===== src/rtl/spq_pkg.sv =====
// package for the sorted priority queue: sizes, codes, entry and transaction types
// no dependencies; every rtl file of the queue imports it
package spq_pkg;

  localparam int CAPACITY      = 16;
  localparam int VALUE_BITS    = 32;
  localparam int PRIORITY_BITS = 16;
  localparam int CNT_W         = $clog2(CAPACITY + 1);
  localparam int REM_W         = 5;
  localparam int OCC_W         = 5;

  // operation codes
  typedef enum logic [1:0] {
    OP_PUSH  = 2'd0,
    OP_POP   = 2'd1,
    OP_PURGE = 2'd2,
    OP_NOP   = 2'd3
  } op_t;

  // result status codes
  typedef enum logic [1:0] {
    STAT_OK    = 2'd0,
    STAT_EMPTY = 2'd1,
    STAT_FULL  = 2'd2,
    STAT_NONE  = 2'd3
  } status_t;

  // what every cell does in a cycle
  typedef enum logic [1:0] {
    MODE_HOLD  = 2'd0,
    MODE_PUSH  = 2'd1,
    MODE_POP   = 2'd2,
    MODE_SHIFT = 2'd3
  } cell_mode_t;

  typedef struct packed {
    logic signed [VALUE_BITS-1:0]    value;
    logic signed [PRIORITY_BITS-1:0] prio;
  } entry_t;

  // control broadcast to the row of cells
  typedef struct packed {
    cell_mode_t                      mode;
    logic signed [PRIORITY_BITS-1:0] key;
    entry_t                          new_entry;
  } cell_ctl_t;

  typedef struct packed {
    logic [1:0]                      op;
    logic signed [VALUE_BITS-1:0]    item_value;
    logic signed [PRIORITY_BITS-1:0] item_priority;
  } spq_in_t;

  typedef struct packed {
    logic [1:0]                      status;
    logic signed [VALUE_BITS-1:0]    popped_value;
    logic signed [PRIORITY_BITS-1:0] popped_priority;
    logic [REM_W-1:0]                removed_count;
    logic [OCC_W-1:0]                occupancy;
  } spq_out_t;

endpackage


===== src/rtl/spq_cell.sv =====
// one slot of the sorted list: holds an entry, compares it with the broadcast key
// and moves data to or from its neighbors; depends on spq_pkg
module spq_cell (
  input  logic               clk,
  input  spq_pkg::cell_ctl_t ctl,
  input  logic               valid,
  input  logic               left_ge,
  input  spq_pkg::entry_t    left_entry,
  input  spq_pkg::entry_t    right_entry,
  output spq_pkg::entry_t    entry,
  output logic               ge,
  output logic               eq
);
  import spq_pkg::*;

  entry_t entry_r;
  entry_t entry_nxt;
  logic   gt;

  // signed compare of the stored priority with the key
  assign eq = valid && ($signed(entry_r.prio) == $signed(ctl.key));
  assign gt = valid && ($signed(entry_r.prio) >  $signed(ctl.key));
  assign ge = gt || eq;

  // next entry: keep, take the new one, or take a neighbor's
  always_comb begin
    entry_nxt = entry_r;
    unique case (ctl.mode)
      MODE_HOLD: begin
        entry_nxt = entry_r;
      end
      MODE_PUSH: begin
        priority if (ge) begin
          entry_nxt = entry_r;
        end else if (left_ge) begin
          entry_nxt = ctl.new_entry;
        end else begin
          entry_nxt = left_entry;
        end
      end
      MODE_POP: begin
        entry_nxt = right_entry;
      end
      MODE_SHIFT: begin
        entry_nxt = gt ? entry_r : right_entry;
      end
      default: begin
        entry_nxt = entry_r;
      end
    endcase
  end

  always_ff @(posedge clk) begin
    entry_r <= entry_nxt;
  end

  assign entry = entry_r;

endmodule


===== src/rtl/sorted_priority_queue.sv =====
// top level of the sorted priority queue: command control, entry count and the
// row of spq_cell slots; depends on spq_pkg and spq_cell
//
//  channel  | ports                   | handshake
//  ---------+-------------------------+-----------------------------------------
//  input    | start, busy, in_item    | transaction taken when start && !busy
//  result   | out_strobe, out_result  | one cycle strobe, no back pressure
//
// push, pop and the unused op code leave busy low; the result strobes in the
// cycle after the transaction, so these go back to back.
// purge removes one matching entry per cycle through the cell row shift and
// holds busy until no match is left; the result follows the last removal.
// synchronous active-low reset clears the count and control; slot contents
// are unknown until written and are only read below the count.
// the receiver cannot stall: every result is on the ports for exactly one cycle.
module sorted_priority_queue (
  input  logic              clk,
  input  logic              rst_n,
  input  logic              start,
  output logic              busy,
  input  spq_pkg::spq_in_t  in_item,
  output logic              out_strobe,
  output spq_pkg::spq_out_t out_result
);
  import spq_pkg::*;

  typedef enum logic [1:0] {
    S_IDLE  = 2'b01,
    S_PURGE = 2'b10
  } state_t;

  state_t               state_r,   state_nxt;
  logic [CNT_W-1:0]     count_r,   count_nxt;
  logic [CNT_W-1:0]     rem_r,     rem_nxt;
  logic signed [PRIORITY_BITS-1:0] key_r, key_nxt;
  logic                 strobe_r,  strobe_nxt;
  spq_out_t             out_r,     out_nxt;

  cell_ctl_t            ctl;
  entry_t               entries [CAPACITY];
  logic [CAPACITY-1:0]  valid;
  logic [CAPACITY-1:0]  ge;
  logic [CAPACITY-1:0]  eq;
  logic                 accept;
  logic                 any_match;
  logic                 not_full;
  logic                 not_empty;

  assign busy      = (state_r == S_PURGE);
  assign accept    = start && !busy;
  assign any_match = |eq;
  assign not_full  = (count_r < CNT_W'(CAPACITY));
  assign not_empty = (count_r != '0);

  // occupied slots from the count
  always_comb begin
    for (int i = 0; i < CAPACITY; i++) begin
      valid[i] = (CNT_W'(i) < count_r);
    end
  end

  // broadcast control for the cell row
  always_comb begin
    ctl.mode            = MODE_HOLD;
    ctl.key             = busy ? key_r : in_item.item_priority;
    ctl.new_entry.value = in_item.item_value;
    ctl.new_entry.prio  = in_item.item_priority;
    priority if (busy) begin
      if (any_match) begin
        ctl.mode = MODE_SHIFT;
      end
    end else if (accept && (in_item.op == OP_PUSH) && not_full) begin
      ctl.mode = MODE_PUSH;
    end else if (accept && (in_item.op == OP_POP) && not_empty) begin
      ctl.mode = MODE_POP;
    end
  end

  // row of cells, each talking to its two neighbors
  for (genvar g = 0; g < CAPACITY; g++) begin : g_cell
    entry_t left_e;
    entry_t right_e;
    logic   left_g;
    if (g == 0) begin : g_head
      assign left_e = ctl.new_entry;
      assign left_g = 1'b1;
    end else begin : g_body
      assign left_e = entries[g-1];
      assign left_g = ge[g-1];
    end
    if (g == CAPACITY - 1) begin : g_tail
      assign right_e = entries[g];
    end else begin : g_inner
      assign right_e = entries[g+1];
    end
    spq_cell u_cell (
      .clk         (clk),
      .ctl         (ctl),
      .valid       (valid[g]),
      .left_ge     (left_g),
      .left_entry  (left_e),
      .right_entry (right_e),
      .entry       (entries[g]),
      .ge          (ge[g]),
      .eq          (eq[g])
    );
  end

  // command sequencing, count and result
  always_comb begin
    state_nxt  = state_r;
    count_nxt  = count_r;
    rem_nxt    = rem_r;
    key_nxt    = key_r;
    strobe_nxt = 1'b0;
    out_nxt    = out_r;
    unique case (state_r)
      S_IDLE: begin
        if (accept) begin
          out_nxt.status          = STAT_OK;
          out_nxt.popped_value    = '0;
          out_nxt.popped_priority = '0;
          out_nxt.removed_count   = '0;
          strobe_nxt              = 1'b1;
          unique case (op_t'(in_item.op))
            OP_PUSH: begin
              if (not_full) begin
                count_nxt = count_r + CNT_W'(1);
              end else begin
                out_nxt.status = STAT_FULL;
              end
            end
            OP_POP: begin
              if (not_empty) begin
                count_nxt                = count_r - CNT_W'(1);
                out_nxt.popped_value     = entries[0].value;
                out_nxt.popped_priority  = entries[0].prio;
                out_nxt.removed_count    = REM_W'(1);
              end else begin
                out_nxt.status = STAT_EMPTY;
              end
            end
            OP_PURGE: begin
              strobe_nxt = 1'b0;
              key_nxt    = in_item.item_priority;
              rem_nxt    = '0;
              state_nxt  = S_PURGE;
            end
            OP_NOP: begin
              count_nxt = count_r;
            end
            default: begin
              count_nxt = count_r;
            end
          endcase
          out_nxt.occupancy = OCC_W'(count_nxt);
        end
      end
      S_PURGE: begin
        if (any_match) begin
          count_nxt = count_r - CNT_W'(1);
          rem_nxt   = rem_r + CNT_W'(1);
        end else begin
          out_nxt.status          = (rem_r == '0) ? STAT_NONE : STAT_OK;
          out_nxt.popped_value    = '0;
          out_nxt.popped_priority = '0;
          out_nxt.removed_count   = REM_W'(rem_r);
          out_nxt.occupancy       = OCC_W'(count_r);
          strobe_nxt              = 1'b1;
          state_nxt               = S_IDLE;
        end
      end
      default: begin
        state_nxt = S_IDLE;
      end
    endcase
  end

  // control registers
  always_ff @(posedge clk) begin
    if (!rst_n) begin
      state_r  <= S_IDLE;
      count_r  <= '0;
      rem_r    <= '0;
      strobe_r <= 1'b0;
    end else begin
      state_r  <= state_nxt;
      count_r  <= count_nxt;
      rem_r    <= rem_nxt;
      strobe_r <= strobe_nxt;
    end
  end

  // payload registers
  always_ff @(posedge clk) begin
    key_r <= key_nxt;
    out_r <= out_nxt;
  end

  assign out_strobe = strobe_r;
  assign out_result = out_r;

`ifndef SYNTHESIS
  a_count_bound: assert property (@(posedge clk) disable iff (!rst_n)
    count_r <= CNT_W'(CAPACITY))
    else $error("entry count above capacity");

  a_no_strobe_busy: assert property (@(posedge clk) disable iff (!rst_n)
    busy |-> !out_strobe)
    else $error("result strobe while purge runs");

  a_occ_matches: assert property (@(posedge clk) disable iff (!rst_n)
    out_strobe |-> (out_result.occupancy == OCC_W'(count_r)))
    else $error("reported occupancy differs from entry count");

  a_push_grows: assert property (@(posedge clk) disable iff (!rst_n)
    (accept && (in_item.op == OP_PUSH) && not_full) |=> (count_r == $past(count_r) + CNT_W'(1)))
    else $error("push did not grow the list");
`endif

endmodule


===== config.mk =====
export PLATFORM = sky130hd
export DESIGN_NAME = sorted_priority_queue
export DESIGN_NICKNAME = d
export VERILOG_FILES = /design/src/rtl/spq_pkg.sv /design/src/rtl/spq_cell.sv /design/src/rtl/sorted_priority_queue.sv
export SDC_FILE = /design/constraint.sdc
export NUM_CORES = 2
export LEC_CHECK = 0
export BUFFER_PORTS_ARGS = -buffer_cell sky130_fd_sc_hd__buf_2
export CORE_MARGIN = 2
export CORE_UTILIZATION = 55
export DETAILED_ROUTE_END_ITERATION = 16
export PLACE_DENSITY = 0.71
export SLEW_MARGIN = 20
export SYNTH_ARGS = -nofsm -noshare
export SYNTH_HDL_FRONTEND = slang
export SYNTH_HIERARCHICAL = 1
export SYNTH_SLANG_ARGS = --single-unit

===== constraint.sdc =====
create_clock -name clk -period 11.67 [get_ports clk]
set_input_delay 2.334 -clock clk [delete_from_list [all_inputs] [get_ports clk]]
set_output_delay 2.334 -clock clk [all_outputs]
set_load 0.005 [all_outputs]

Word-level counts from Yosys, hierarchy flattened. Index checks and enable logic that the tools add are counted.

Input port bits: 53. Output and inout bits: 62. Register bits after elaboration: 857.

Add/subtract/negate cells: 3. Eq/ne operators: 58. Muxes and demuxes: 94. Bitwise logic cells: 2. Reduce and logical (&&, ||, !) cells: 82. $lt $le $gt $ge: 33.

Operators with widths (count): 48-bit two-way mux (47); 48-bit one-hot mux with 3 select lines (15); 16-bit equality test (16); 16-bit greater-than comparator (16); 60-bit two-way mux (2); 60-bit one-hot mux with 2 select lines (1); 53-bit two-way mux (2); 2-bit inequality test (second input constant) (33); 3-bit AND reduction (19); 4-bit by 5-bit < comparator with 1-bit output (first input constant) (8); 1-bit logical AND (37); 5-bit two-way mux (7); 5-bit one-hot mux with 2 select lines (3); 3-bit by 5-bit < comparator with 1-bit output (first input constant) (4); 2-bit two-way mux (9); 1-bit logical OR (16); 16-bit two-way mux (1); 16-bit OR reduction (1); 5-bit by 1-bit adder with 5-bit output (second input constant) (2); 1-bit by 5-bit < comparator with 1-bit output (first input constant) (2); 2-bit by 5-bit < comparator with 1-bit output (first input constant) (2); 2-bit equality test (second input constant) (4); 2-bit one-hot mux with 2 select lines (2); 2-bit by 1-bit equality test with 1-bit output (second input constant) (3); other kinds (14) (20).

Logic depth before layout (Yosys ltp).
Word-level depth: 12. Mapped depth: 20. Gate-level depth less buffers: 17.

Hierarchy. The synthesis kept the hierarchy.

By module, submodules not included: spq_cell at g_cell[0].u_cell ... (area each 2891.5 µm², sequential area each 1441.4 µm², times used 9, cells an instance 277); spq_cell at g_cell[3].u_cell ... (area each 2909.0 µm², sequential area each 1441.4 µm², times used 7, cells an instance 278); sorted_priority_queue (area each 4157.7 µm², sequential area each 2542.4 µm², times used 1, cells an instance 343).

Worst setup path before layout. OpenSTA, ideal clock, no wires.

Path kind: input -> register. Start point: in in_item[15] (netlist name). End point: reg g_cell[0].u_cell.entry_r (netlist bit g_cell[0].u_cell/entry[0]) (enable). Slack: 3.510 ns. Cell stages on the path: 14. Data required time: 11.188 ns. Path buffers: 0. Data arrival time: 7.677 ns. Cell sequence: mux2_2 inv_1 ha_1 nand4_2 nor3_2 and3_1 and2_1 nor4_1 nand4_1 nand2_1 o21ai_0 nand2_1 nor2_1 a31oi_1.

RTL lines: from (decl) (RTL line sorted_priority_queue.sv:21) `input spq_pkg::spq_in_t in_item,`; to (signal assigned) (RTL line spq_cell.sv:54) `entry_r <= entry_nxt;`; to (decl) (RTL line spq_cell.sv:16) `entry_t entry_r;`.

==> summary.txt <==
STA
  – Finish-stage setup viols: 0
  – Tcrit/Tclk final: 64.5%
  – Final setup TNS: 0 ns
  – Final Critical Period: 7.53 ns
  – Hold Violations, Final: 0
  – RSZ-0062 raised after global routing: false
  – Worst slew margin: 19.9%
  – Clock skew: 0.0258 ns
  – Final-report max-slew violation count: 0
  – Fmax: 0.133 GHz
  – Slew @ Worst Pin: 1.20 ns
  – Hold slack: 0.490 ns

Setup path
  – CP Capture Point: g_cell[4].u_cell/entry[28]
  – Reg2reg start: state_r[0]
  – Worst setup path startpoint: in_item[15]
  – Worst setup path class: in2reg
  – Crit path DAT: 7.80 ns
  – CP max FO: 41
  – Critical Path End Type: flip-flop
  – CP Launch Type: input port
  – Critical R2R Capture: g_cell[4].u_cell/entry[28]
  – Reg2Reg Setup Slack: 5.16 ns
  – Critical path data required time: 11.94 ns
  – Reg2Reg Depth: 20

Routing
  – Drt first-iter violations: around 4400
  – DRT antenna net count: 0
  – Metal-1 WL: 56600 µm
  – DR WL met2: 63800 µm
  – Routed WL: 136000 µm
  – TritonRoute pass-1 iters: 6
  – Top layer in use: met4
  – Vias per Instance: 6.12
  – Vias: between 30000 and 40000
  – Routed wire per std cell: about 23 µm
  – Wire length on met3: around 11000 µm
  – DRC viols: 0

Synth
  – Cells after Synth: 4780
  – Ys Warns: 6
  – Post-Syn Area per Cell: roughly 11 µm²
  – Cell area after synthesis: just over 50000 µm²
  – Syn Nets: 5097

Clock tree
  – CTS tree: yes
  – PostCTS Resize Cnt: 0
  – Total setup buffers inserted after CTS: 0
  – Clock buffer depth: 3
  – Clock root cell: clkbuf_16
  – CTS hold repair buffers: 0
  – Worst skew pair latency: 0.66 ns
  – CTS clk-pin slew, worst paths: approximately 0.06 ns
  – CTS buffer count: 93
  – H-tree level count: 3
  – CTS sink cnt: 857

Power
  – Clk pwr share: 28.1%
  – Seq pwr share: between 40 and 50%
  – Net Sw Power: ~3400 µW
  – Power Density: 189 nW/µm²
  – Net Sw Frac: 33.2%
  – Combinational share of power: between 20% and 30%
  – Maximum VDD drop: 132 µV
  – Int Pwr: 6940 µW
  – Pleak: 0.0193 µW

Outcome
  – Status: finished clean

Job
  – MaxCap Viol Count: 0

Floorplanning
  – CORE AREA: 91400 µm²
  – DIE HEIGHT: 307 µm
  – DIE AREA: roughly 94000 µm²
  – Initial Utilization: 55.3%
  – # rows: 111
  – I/O pins: about 120
  – Die X: approximately 310 µm

Global routing
  – Number of global-route vias before repair: roughly 35000
  – Tot GR Track Use: 28.3%
  – Antenna violations before repair: 4
  – Grt ovf: 0
  – Largest net degree at the start of global routing: roughly 330
  – First-pass GRT wire length: around 210000 µm

Finish
  – Nets: a little over 5000
  – Area growth, synth to finish: 8.79%
  – Share of layout cells above drive strength 1: just over 8%
  – Fill cell count: ~7500

Place
  – Routability cong.: 0.962
  – Input/output buffers: 114
  – Post-DP HPWL: 85100 µm

Worst hold path
  – Hold path cells: 2
  – Hold Path Class: reg2reg
routing by layer:
| metal | track usage, % | vias up |
|---|---|---|
| met5 | 0 | - |
| li1 | - | 17270 |
| met4 | 9.97 | 0 |
| met2 | 46.1 | 1541 |
| met1 | 38.6 | 17698 |
| met3 | 4.46 | 291 |
worst max-delay path, stage by stage:
cell,delay [ns]
buf_2,0.38
mux2_2,0.50
inv_1,0.09
ha_1,0.35
nand4_2,0.14
nor3_2,0.08
and3_1,0.19
and2_1,0.16
nor4_1,0.73
nand4_1,0.53
nand2_1,0.34
o21ai_2,0.08
buf_4,0.25
nand2_1,0.13
nor2_1,0.05
o311a_1,0.17
a211oi_4,0.41
buf_4,0.79
registers in the layout (all words and copies together), names as in the netlist:
register and cells:
state_r 2, out_result 60, g_cell.u_cell/entry 768, count_r 5
rem_r 5, out_strobe 1, key_r 16
cell type report:
| class | count | area [µm²] | area share (%) |
|---|---|---|---|
| flip-flops and latches | 857 | 25600 | 46.6 |
| multi-input cells | 3334 | 22800 | 41.4 |
| clock buffers | 114 | 2490 | 4.53 |
| well taps | 1186 | 1480 | 2.70 |
| inverters | 294 | 1100 | 2.01 |
| repair buffers | 166 | 1030 | 1.88 |
| clock inverters | 59 | 482 | 0.876 |
| diodes | 3 | 7.51 | 0.0137 |
per-stage QoR:
step           setup WS [ns]  std cells  instance area, µm²  utilization [%]  power, µW
6_report                4.14       6013               55000             60.2      10400
5_1_grt                 3.96       6011               55000             60.1      10800
4_1_cts                 4.38       6009               54900             60.1      10400
3_5_place_dp            3.71       5836               52000             56.9       7480
3_3_place_gp            3.84       5836               52000             56.9       7390
2_1_floorplan           3.51       4780               50500                -       6530
worst min-delay path by stage:
stage	endpoint	startpoint
after floorplan	rem_r[1]	rem_r[1]
after global placement	rem_r[1]	rem_r[1]
after detailed placement	rem_r[1]	rem_r[1]
after CTS	rem_r[1]	rem_r[1]
after global routing	rem_r[1]	rem_r[1]
final	rem_r[1]	rem_r[1]
cells in the final DEF (no fill, tap or decap), types with 8 or more instances in the layout:
cell type,n
buf_4,46
a211oi_1,12
nor2b_1,8
clkbuf_1,17
nor3_2,10
a31oi_4,10
clkbuf_16,97
nand2_1,858
nor4b_1,8
o21ai_1,17
nand3_1,30
o221ai_1,11
o31ai_1,8
inv_1,293
nor3_1,33
nand4_2,16
buf_2,114
clkinv_1,23
a21o_1,26
dfxtp_1,13
nand2b_1,14
and3_1,57
nand4_1,43
clkinv_2,23
or2b_1,9
ha_1,264
or3_1,13
o21ai_0,785
and3_4,8
and2_1,22
nand4b_1,9
mux2_2,16
edfxtp_1,844
a21oi_1,130
mux2i_1,770
nor2_1,60
power by group through the flow:
stage	combinational, µW	clock (µW)	sequential [µW]
floorplan	2100	0	4430
global placement	2890	0	4500
detailed placement	2970	0	4500
CTS	2980	2970	4450
global route	3260	3080	4500
finish	3020	2920	4450
(Power assumes the default switching activity.)
